## src/rtl/wel_pkg.sv

```systemverilog
package wel_pkg;

    // Configuration register indexes.
    typedef enum logic [2:0] {
        REG_MODE       = 3'd0,
        REG_BATCH      = 3'd1,
        REG_NORM       = 3'd2,
        REG_GRAD_SCALE = 3'd3,
        REG_PROP_PRED  = 3'd4,
        REG_PROP_LABEL = 3'd5
    } cfg_idx_t;

    // Loss modes.
    typedef enum logic [2:0] {
        MODE_PLAIN     = 3'd0,
        MODE_NORM      = 3'd1,
        MODE_NORM_WGT  = 3'd2,
        MODE_WGT       = 3'd3,
        MODE_INTENSITY = 3'd4
    } mode_t;

    localparam int WEIGHTS       = 6;
    localparam int MAX_WEIGHT_IX = WEIGHTS - 1;
    localparam logic signed [15:0] MISSING_LABEL = 16'sd7373;
    localparam logic [15:0] ONE_Q412  = 16'd4096;
    localparam logic [15:0] ONE_Q88   = 16'd256;
    localparam int DIV_BITS = 64;

    // Controller states.
    typedef enum logic [3:0] {
        ST_IDLE,
        ST_MUL_W,
        ST_ROUND_W,
        ST_MUL_SQ,
        ST_ACCUM,
        ST_DIV_G,
        ST_RND_G,
        ST_DIV_L,
        ST_RND_L,
        ST_EMIT
    } state_t;

    // Commands from the controller to the datapath.
    typedef struct packed {
        logic load;
        logic mul_w;
        logic round_w;
        logic mul_sq;
        logic accum;
        logic div_start_g;
        logic div_start_l;
        logic div_step;
        logic rnd_g;
        logic rnd_l;
        logic emit;
    } cmd_t;

    // Status from the datapath to the controller.
    typedef struct packed {
        logic div_done;
        logic last;
        logic out_free;
    } status_t;

endpackage

```

## src/rtl/weighted_euclidean_loss_core.sv

```systemverilog
// Weighted Euclidean loss core. Each input transfer carries a Q4.12
// prediction/label pair and six Q4.12 weights; every transfer yields one
// result transfer with the two saturated Q4.12 gradients and, on the transfer
// marked by s_tlast, the Q16.16 loss of the pass (m_tuser high). The core
// takes no new input transfer until the result of the current one has
// entered the output register; on the last item of a pass the loss division
// runs before that. The gradient and the loss go through one shared
// restoring divider that retires one quotient bit of a 64-bit dividend per
// cycle. The output register lets the next item be taken while a result
// still waits.
// Configuration registers must be written through cfg_we/cfg_addr/cfg_wdata
// only while the core is idle; the core itself does not enforce this.
module weighted_euclidean_loss_core #(
    parameter int INTENSITY_LEVELS = 6
) (
    input  logic         aclk,
    input  logic         aresetn,
    input  logic         cfg_we,
    input  logic [2:0]   cfg_addr,
    input  logic [15:0]  cfg_wdata,
    input  logic         s_tvalid,
    output logic         s_tready,
    // pred, label, weight0, weight1, weight2, weight3, weight4, weight5
    input  logic [127:0] s_tdata,
    input  logic         s_tlast,
    output logic         m_tvalid,
    input  logic         m_tready,
    // grad_pred, grad_label, loss
    output logic [63:0]  m_tdata,
    // loss_valid
    output logic         m_tuser
);
    import wel_pkg::*;

    cmd_t    cmd;
    status_t status;

    wel_ctrl u_ctrl (
        .aclk     (aclk),
        .aresetn  (aresetn),
        .in_valid (s_tvalid),
        .in_ready (s_tready),
        .status   (status),
        .cmd      (cmd)
    );

    wel_datapath #(
        .INTENSITY_LEVELS (INTENSITY_LEVELS)
    ) u_dp (
        .aclk      (aclk),
        .aresetn   (aresetn),
        .cfg_we    (cfg_we),
        .cfg_addr  (cfg_addr),
        .cfg_wdata (cfg_wdata),
        .in_data   (s_tdata),
        .in_last   (s_tlast),
        .cmd       (cmd),
        .status    (status),
        .out_valid (m_tvalid),
        .out_ready (m_tready),
        .out_data  (m_tdata),
        .out_flag  (m_tuser)
    );

endmodule

```

## src/rtl/wel_ctrl.sv

```systemverilog
module wel_ctrl (
    input  logic              aclk,
    input  logic              aresetn,
    input  logic              in_valid,
    output logic              in_ready,
    input  wel_pkg::status_t  status,
    output wel_pkg::cmd_t     cmd
);
    import wel_pkg::*;

    state_t state_reg, state_next;

    // State register.
    always_ff @(posedge aclk) begin
        if (!aresetn) begin
            state_reg <= ST_IDLE;
        end else begin
            state_reg <= state_next;
        end
    end

    // Next state.
    always_comb begin
        state_next = state_reg;
        unique case (state_reg)
            ST_IDLE:    if (in_valid) state_next = ST_MUL_W;
            ST_MUL_W:   state_next = ST_ROUND_W;
            ST_ROUND_W: state_next = ST_MUL_SQ;
            ST_MUL_SQ:  state_next = ST_ACCUM;
            ST_ACCUM:   state_next = ST_DIV_G;
            ST_DIV_G:   if (status.div_done) state_next = ST_RND_G;
            ST_RND_G:   state_next = status.last ? ST_DIV_L : ST_EMIT;
            ST_DIV_L:   if (status.div_done) state_next = ST_RND_L;
            ST_RND_L:   state_next = ST_EMIT;
            ST_EMIT:    if (status.out_free) state_next = ST_IDLE;
            default:    state_next = ST_IDLE;
        endcase
    end

    // Outputs.
    always_comb begin
        cmd      = '0;
        in_ready = 1'b0;
        unique case (state_reg)
            ST_IDLE: begin
                in_ready = 1'b1;
                cmd.load = in_valid;
            end
            ST_MUL_W:   cmd.mul_w = 1'b1;
            ST_ROUND_W: cmd.round_w = 1'b1;
            ST_MUL_SQ:  cmd.mul_sq = 1'b1;
            ST_ACCUM: begin
                cmd.accum       = 1'b1;
                cmd.div_start_g = 1'b1;
            end
            ST_DIV_G:   cmd.div_step = !status.div_done;
            ST_RND_G: begin
                cmd.rnd_g       = 1'b1;
                cmd.div_start_l = status.last;
            end
            ST_DIV_L:   cmd.div_step = !status.div_done;
            ST_RND_L:   cmd.rnd_l = 1'b1;
            ST_EMIT:    cmd.emit = status.out_free;
            default: ;
        endcase
    end

endmodule

```

## src/rtl/wel_datapath.sv

```systemverilog
module wel_datapath #(
    parameter int INTENSITY_LEVELS = 6
) (
    input  logic              aclk,
    input  logic              aresetn,
    input  logic              cfg_we,
    input  logic [2:0]        cfg_addr,
    input  logic [15:0]       cfg_wdata,
    input  logic [127:0]      in_data,
    input  logic              in_last,
    input  wel_pkg::cmd_t     cmd,
    output wel_pkg::status_t  status,
    output logic              out_valid,
    input  logic              out_ready,
    output logic [63:0]       out_data,
    output logic              out_flag
);
    import wel_pkg::*;

    localparam int LIM = (INTENSITY_LEVELS - 1 > MAX_WEIGHT_IX) ? MAX_WEIGHT_IX
                                                                : INTENSITY_LEVELS - 1;

    // Configuration registers.
    logic [2:0]         mode_reg;
    logic [15:0]        batch_reg, norm_reg;
    logic signed [15:0] gscale_reg;
    logic               prop_pred_reg, prop_label_reg;

    always_ff @(posedge aclk) begin
        if (!aresetn) begin
            mode_reg       <= MODE_PLAIN;
            batch_reg      <= 16'd1;
            norm_reg       <= ONE_Q88;
            gscale_reg     <= ONE_Q412;
            prop_pred_reg  <= 1'b1;
            prop_label_reg <= 1'b0;
        end else if (cfg_we) begin
            unique case (cfg_addr)
                REG_MODE:       mode_reg       <= cfg_wdata[2:0];
                REG_BATCH:      batch_reg      <= cfg_wdata;
                REG_NORM:       norm_reg       <= cfg_wdata;
                REG_GRAD_SCALE: gscale_reg     <= cfg_wdata;
                REG_PROP_PRED:  prop_pred_reg  <= cfg_wdata[0];
                REG_PROP_LABEL: prop_label_reg <= cfg_wdata[0];
                default: ;
            endcase
        end
    end

    // Captured input transfer.
    logic signed [15:0] pred_reg, label_reg;
    logic [15:0]        w_reg [WEIGHTS];
    logic               last_reg;

    always_ff @(posedge aclk) begin
        if (cmd.load) begin
            pred_reg  <= in_data[15:0];
            label_reg <= in_data[31:16];
            for (int i = 0; i < WEIGHTS; i++) begin
                w_reg[i] <= in_data[32 + 16*i +: 16];
            end
            last_reg  <= in_last;
        end
    end

    // Weight selection and the weighted difference product.
    logic               use_norm, missing;
    logic [19:0]        lab_scaled;
    logic [7:0]         idx_raw;
    logic [2:0]         idx;
    logic [15:0]        weight, nv, batch;
    logic signed [16:0] diff;

    always_comb begin
        use_norm   = (mode_reg == MODE_NORM) || (mode_reg == MODE_NORM_WGT);
        nv         = use_norm ? ((norm_reg == '0) ? 16'd1 : norm_reg) : ONE_Q88;
        batch      = (batch_reg == '0) ? 16'd1 : batch_reg;
        diff       = 17'(pred_reg) - 17'(label_reg);
        lab_scaled = 20'(label_reg[14:0]) * 20'(INTENSITY_LEVELS - 1);
        idx_raw    = 8'((lab_scaled + 20'd2048) >> 12);
        if (label_reg <= 16'sd0) begin
            idx_raw = '0;
        end
        idx        = (idx_raw > 8'(LIM)) ? 3'(LIM) : idx_raw[2:0];
        missing    = (mode_reg == MODE_INTENSITY) && (label_reg == MISSING_LABEL);
        case (mode_reg)
            MODE_NORM_WGT, MODE_WGT: weight = w_reg[0];
            MODE_INTENSITY:          weight = w_reg[idx];
            default:                 weight = ONE_Q412;
        endcase
    end

    logic signed [33:0] p_reg;
    logic [31:0]        den_reg;
    logic               miss_reg;

    always_ff @(posedge aclk) begin
        if (cmd.mul_w) begin
            p_reg    <= 34'(diff) * $signed({18'd0, weight});
            den_reg  <= 32'(batch) * 32'(nv);
            miss_reg <= missing;
        end
    end

    // Round the weighted difference to Q4.12, half away from zero.
    logic [31:0] p_mag;
    logic [20:0] wd_mag_reg;
    logic        wd_neg_reg;

    assign p_mag = p_reg[33] ? 32'(-p_reg) : p_reg[31:0];

    always_ff @(posedge aclk) begin
        if (cmd.round_w) begin
            wd_mag_reg <= miss_reg ? '0 : 21'((33'(p_mag) + 33'd2048) >> 12);
            wd_neg_reg <= p_reg[33];
        end
    end

    // Square for the sum and gradient numerator.
    logic [15:0] gs_mag;
    logic [41:0] sq_reg;
    logic [36:0] prod_reg;
    logic        prod_neg_reg;

    assign gs_mag = gscale_reg[15] ? 16'(-gscale_reg) : gscale_reg;

    always_ff @(posedge aclk) begin
        if (cmd.mul_sq) begin
            sq_reg       <= 42'(wd_mag_reg) * 42'(wd_mag_reg);
            prod_reg     <= 37'(gs_mag) * 37'(wd_mag_reg);
            prod_neg_reg <= gscale_reg[15] ^ wd_neg_reg;
        end
    end

    // Saturating running sum of squares.
    logic [63:0] sum_reg;
    logic [64:0] sum_add;

    assign sum_add = 65'(sum_reg) + 65'(sq_reg);

    always_ff @(posedge aclk) begin
        if (!aresetn) begin
            sum_reg <= '0;
        end else if (cmd.rnd_l) begin
            sum_reg <= '0;
        end else if (cmd.accum) begin
            sum_reg <= sum_add[64] ? '1 : sum_add[63:0];
        end
    end

    // Restoring divider, one quotient bit per cycle.
    logic [63:0] q_reg;
    logic [35:0] rem_reg, dvs_reg;
    logic [6:0]  cnt_reg;
    logic [36:0] rem_sh, rem_sub;
    logic        rem_ge, rnd_up;
    logic [64:0] q_rnd;

    assign rem_sh  = {rem_reg, q_reg[63]};
    assign rem_sub = rem_sh - 37'(dvs_reg);
    assign rem_ge  = rem_sh >= 37'(dvs_reg);
    assign rnd_up  = {1'b0, rem_reg, 1'b0} >= 38'(dvs_reg);
    assign q_rnd   = 65'(q_reg) + 65'(rnd_up);

    always_ff @(posedge aclk) begin
        if (!aresetn) begin
            cnt_reg <= '0;
        end else if (cmd.div_start_g || cmd.div_start_l) begin
            cnt_reg <= 7'(DIV_BITS);
        end else if (cmd.div_step) begin
            cnt_reg <= cnt_reg - 7'd1;
        end
    end

    always_ff @(posedge aclk) begin
        if (cmd.div_start_g) begin
            q_reg   <= 64'(prod_reg);
            rem_reg <= '0;
            dvs_reg <= {den_reg, 4'd0};
        end else if (cmd.div_start_l) begin
            q_reg   <= sum_reg;
            rem_reg <= '0;
            dvs_reg <= {3'd0, den_reg, 1'b0};
        end else if (cmd.div_step) begin
            q_reg   <= {q_reg[62:0], rem_ge};
            rem_reg <= rem_ge ? rem_sub[35:0] : rem_sh[35:0];
        end
    end

    // Gradient and loss results with saturation.
    function automatic logic [15:0] sat_grad(input logic neg, input logic [64:0] m);
        logic [15:0] r;
        if (!neg) begin
            r = (m > 65'd32767) ? 16'h7FFF : m[15:0];
        end else begin
            r = (m >= 65'd32768) ? 16'h8000 : 16'(-m[15:0]);
        end
        return r;
    endfunction

    logic [15:0] gp_reg, gl_reg;
    logic [31:0] loss_reg;

    always_ff @(posedge aclk) begin
        if (cmd.rnd_g) begin
            gp_reg   <= prop_pred_reg  ? sat_grad(prod_neg_reg, q_rnd)  : '0;
            gl_reg   <= prop_label_reg ? sat_grad(!prod_neg_reg, q_rnd) : '0;
            loss_reg <= '0;
        end else if (cmd.rnd_l) begin
            loss_reg <= (q_rnd > 65'hFFFF_FFFF) ? '1 : q_rnd[31:0];
        end
    end

    // Output register.
    logic        ovalid_reg;
    logic [63:0] odata_reg;
    logic        oflag_reg;

    always_ff @(posedge aclk) begin
        if (!aresetn) begin
            ovalid_reg <= 1'b0;
        end else if (cmd.emit) begin
            ovalid_reg <= 1'b1;
        end else if (out_ready) begin
            ovalid_reg <= 1'b0;
        end
    end

    always_ff @(posedge aclk) begin
        if (cmd.emit) begin
            odata_reg <= {loss_reg, gl_reg, gp_reg};
            oflag_reg <= last_reg;
        end
    end

    assign out_valid       = ovalid_reg;
    assign out_data        = odata_reg;
    assign out_flag        = oflag_reg;
    assign status.div_done = (cnt_reg == '0);
    assign status.last     = last_reg;
    assign status.out_free = !ovalid_reg || out_ready;

endmodule

```

## config.mk

```make
export PLATFORM = sky130hd
export DESIGN_NAME = weighted_euclidean_loss_core
export DESIGN_NICKNAME = d
export VERILOG_FILES = /design/src/rtl/wel_pkg.sv /design/src/rtl/weighted_euclidean_loss_core.sv /design/src/rtl/wel_ctrl.sv /design/src/rtl/wel_datapath.sv
export SDC_FILE = /design/constraint.sdc
export NUM_CORES = 2
export LEC_CHECK = 0
export ABC_AREA = 1
export BUFFER_PORTS_ARGS = -buffer_cell sky130_fd_sc_hd__buf_2
export CORE_ASPECT_RATIO = 0.7
export CORE_MARGIN = 5
export CORE_UTILIZATION = 52
export CTS_CLUSTER_DIAMETER = 150
export DETAILED_ROUTE_END_ITERATION = 8
export GPL_TIMING_DRIVEN = 0
export PLACE_DENSITY = 0.71
export SLEW_MARGIN = 20
export SYNTH_ARGS = -nofsm -noshare
export SYNTH_HDL_FRONTEND = slang
export SYNTH_SLANG_ARGS = --single-unit
```

## constraint.sdc

```tcl
create_clock -name aclk -period 7.8 [get_ports aclk]
set_input_delay 0 -clock aclk [delete_from_list [all_inputs] [get_ports aclk]]
set_output_delay 0 -clock aclk [all_outputs]
set_load 0.02 [all_outputs]
```

==> run_results.csv <==
group,metric,value,unit
status,violations,"setup timing",
critical_path,start_kind,"flop",
global_route,track_usage,33.3,%
clock_network,htreeDepth,3,
clock_network,root_buffer,"clkbuf_16",
clock_network,cts_sinks,689,
critical_path,cpPeakStageDelay,550,ps
critical_path,crit_path_frequent_cell,"fa_1",
placement,dp.cells,12000,
timing,worst_pin_slew,1360,ps
synth,syn-num-nets,11600,
global_route,antenna_found_initial,4,
final_layout,area_growth,16.8,%
timing,holdWs,101,ps
final_layout,fillers,12800,
final_layout,multiInputGateArea,53900,sq um
critical_path,crit_arrival,9300,ps
die,rows,119,
timing,fmax,113,MHz
placement,gp_congestion,0.997,
final_layout,regArea,18400,sq um
synth,synth_seq_area_share,23.2,%
critical_path,cp.required,8240,ps
synth,ys_seq_elements,689,
die,pin_count,220,
timing,fin_crit,8870,ps
route,ant_nets,0,
synth,syn_area_per_cell,8.12,sq um
critical_path,slowest_stage,"fa_1",
timing,final.setup.worst_slack,-1070,ps
critical_path,critPathBufInv,10,
clock_network,clkSlewWorstSetupHoldPaths,70,ps
timing,post-route-period-util,114,%
die,design.die.area,161000,sq um
clock_network,cts_buffers,73,
worst_hold_path,hold_path.class,"primary input to flop",
final_layout,final_util,61.4,%
timing,max-slew-margin-rel,8.73,%
synth,synth_ff_type,"edfxtp_1",
placement,pre_cts_ws,-1840,ps
clock_network,clock_path_buffers,3,
route,dr.first_iter.drc_count,8764,
synth,synth.distinct_cells,58,
final_layout,largest_register_ffs,96,
route,drcViolationCount,0,
run,max_cap_violations,0,
timing,finalHoldViolCount,0,
synth,synth_warnings,0,
synth,synthCells,9772,
final_layout,instances_no_fill,12600,
die,start_util,52.5,%
critical_path,path_max_fanout,10,
timing,finalMaxSlewViolations,0,
global_route,grt_max_degree,47,
synth,syn-cell-area,79300,sq um
route,post_drt_wl_per_cell,21.7,um
timing,setup_viol,23,
timing,rsz0062_at_grt,"yes",
critical_path,crit_type,"flop to flop",
clock_network,cts_tree,"done",
placement,port_buffers,218,
route,drt_wl_total,273000,um
die,die_h,337,um
status,status,"complete, but fails checks",
placement,dpl.hpwl,210000,um
synth,synth-edff-count,462,
synth,async_flop_share,0,%
final_layout,drive_gt1_share,10.4,%
global_route,grt_pass1_vias,71400,
die,fp.coreArea,151000,sq um
critical_path,crit_path_end_kind,"flop",
timing,worst_clock_skew,63.5,ps
global_route,grt_overflow_total,0,
die,fp.dieW,477,um
final_layout,nets,12300,
clock_network,clkLatencyLatePin,750,ps
route,num_vias,72100,
route,avgViaCountPerCell,5.72,
critical_path,cp_top_family,"adder cells",
global_route,grt_pass1_wl,414000,um
route,first_pass_iters,9,
## path summary, 6_finish.rpt
kind / from / endpoint / slack, ps / depth (start not counted)
max: u_dp.label_reg[12] / u_dp.p_reg[33] / -1070 / 43
min: s_tlast / u_dp.last_reg / 100 / 2
max reg2reg: u_dp.label_reg[12] / u_dp.p_reg[33] / -1070 / 43
min reg2reg: u_dp.gl_reg[9] / u_dp.out_data[25] / 420 / 0
## layer usage
metal	wire length (um)	part of all wire [%]	global-route usage (%)	vias to the layer above
met2	111000	41	48.2	4583
met3	37300	14	10.1	816
li1	-	-	-	31900
met1	114000	42	48.4	34800
met5	67	0.025	0	-
met4	10300	3.8	9.56	2
## worst register-to-register path: cells and delay by family (launching register included)
| kind | cells | cell delay, ps |
|---|---|---|
| fa+ha+maj | 10 | 4240 |
| flops | 1 | 500 |
| buf+inv | 10 | 910 |
| xor+xnor | 1 | 150 |
| compound gates | 5 | 890 |
| simple gates | 17 | 1900 |
## cell type report
cell class	instances	area share, %
multi-input cells	6704	58.2
flip-flops and latches	689	19.9
inverters	2096	8.53
repair buffers	702	6.34
well taps	1996	2.70
clock buffers	98	2.23
plain buffers	270	1.54
clock inverters	38	0.550
diodes	5	0.0135
repair inverters	1	0.00810
## metrics by stage
stage	area, sq um	TNS [ps]
global placement	83200	-337000
detailed placement	83500	-44290
finish	92600	-16040
floorplan	79600	-125
global route	92600	-21590
CTS	91100	-7650
## kinds of logic after synthesis
family                   synth area share, %
AND/OR/NAND/NOR                         18.6
AO/OA/AOI/OAI                           8.49
adder cells (fa/ha/maj)                 35.7
flip-flops                              23.2
XOR/XNOR                                2.64
buffers and inverters                   11.4
## cell usage in the layout, fill, tap and decap left out, drive strengths merged, types with 83 or more instances in the layout
master       instances
a21oi              596
buf                471
clkbuf             307
dfxtp              227
dlygate4sd3        290
edfxtp             462
fa                1049
ha                 585
inv               2085
nand2             2191
nand3              312
nand4              116
nor2               850
o21ai              405
xnor2               83
xor2               155
## cell usage after synthesis, types with 31 or more instances
| cell type | number | area, sq um |
|---|---|---|
| a21oi_1 | 565 | 2830 |
| a21oi_2 | 31 | 272 |
| dfxtp_1 | 227 | 4540 |
| o21ai_0 | 398 | 1990 |
| nor2_1 | 823 | 3090 |
| nand3_1 | 310 | 1550 |
| nor3_1 | 78 | 390 |
| nand4_1 | 115 | 719 |
| xnor2_1 | 82 | 718 |
| fa_1 | 1049 | 21000 |
| edfxtp_1 | 462 | 13900 |
| nand2_1 | 2177 | 8170 |
| ha_1 | 585 | 7320 |
| inv_1 | 2071 | 7770 |
| a31oi_1 | 76 | 475 |
| xor2_1 | 155 | 1360 |
| clkbuf_1 | 222 | 833 |
## repair_timing
item	CTS	global route
gates cloned	6	3
setup endpoints to repair	64	68
pin swaps	141	100
endpoints found under the hold margin	213	0
resized for setup	332	314
buffers inserted	90	71
hold buffers	290	0
Power is left out: the tool's default activity adds up to more than one toggle a clock period on the data nets, which glitch-free logic cannot reach.
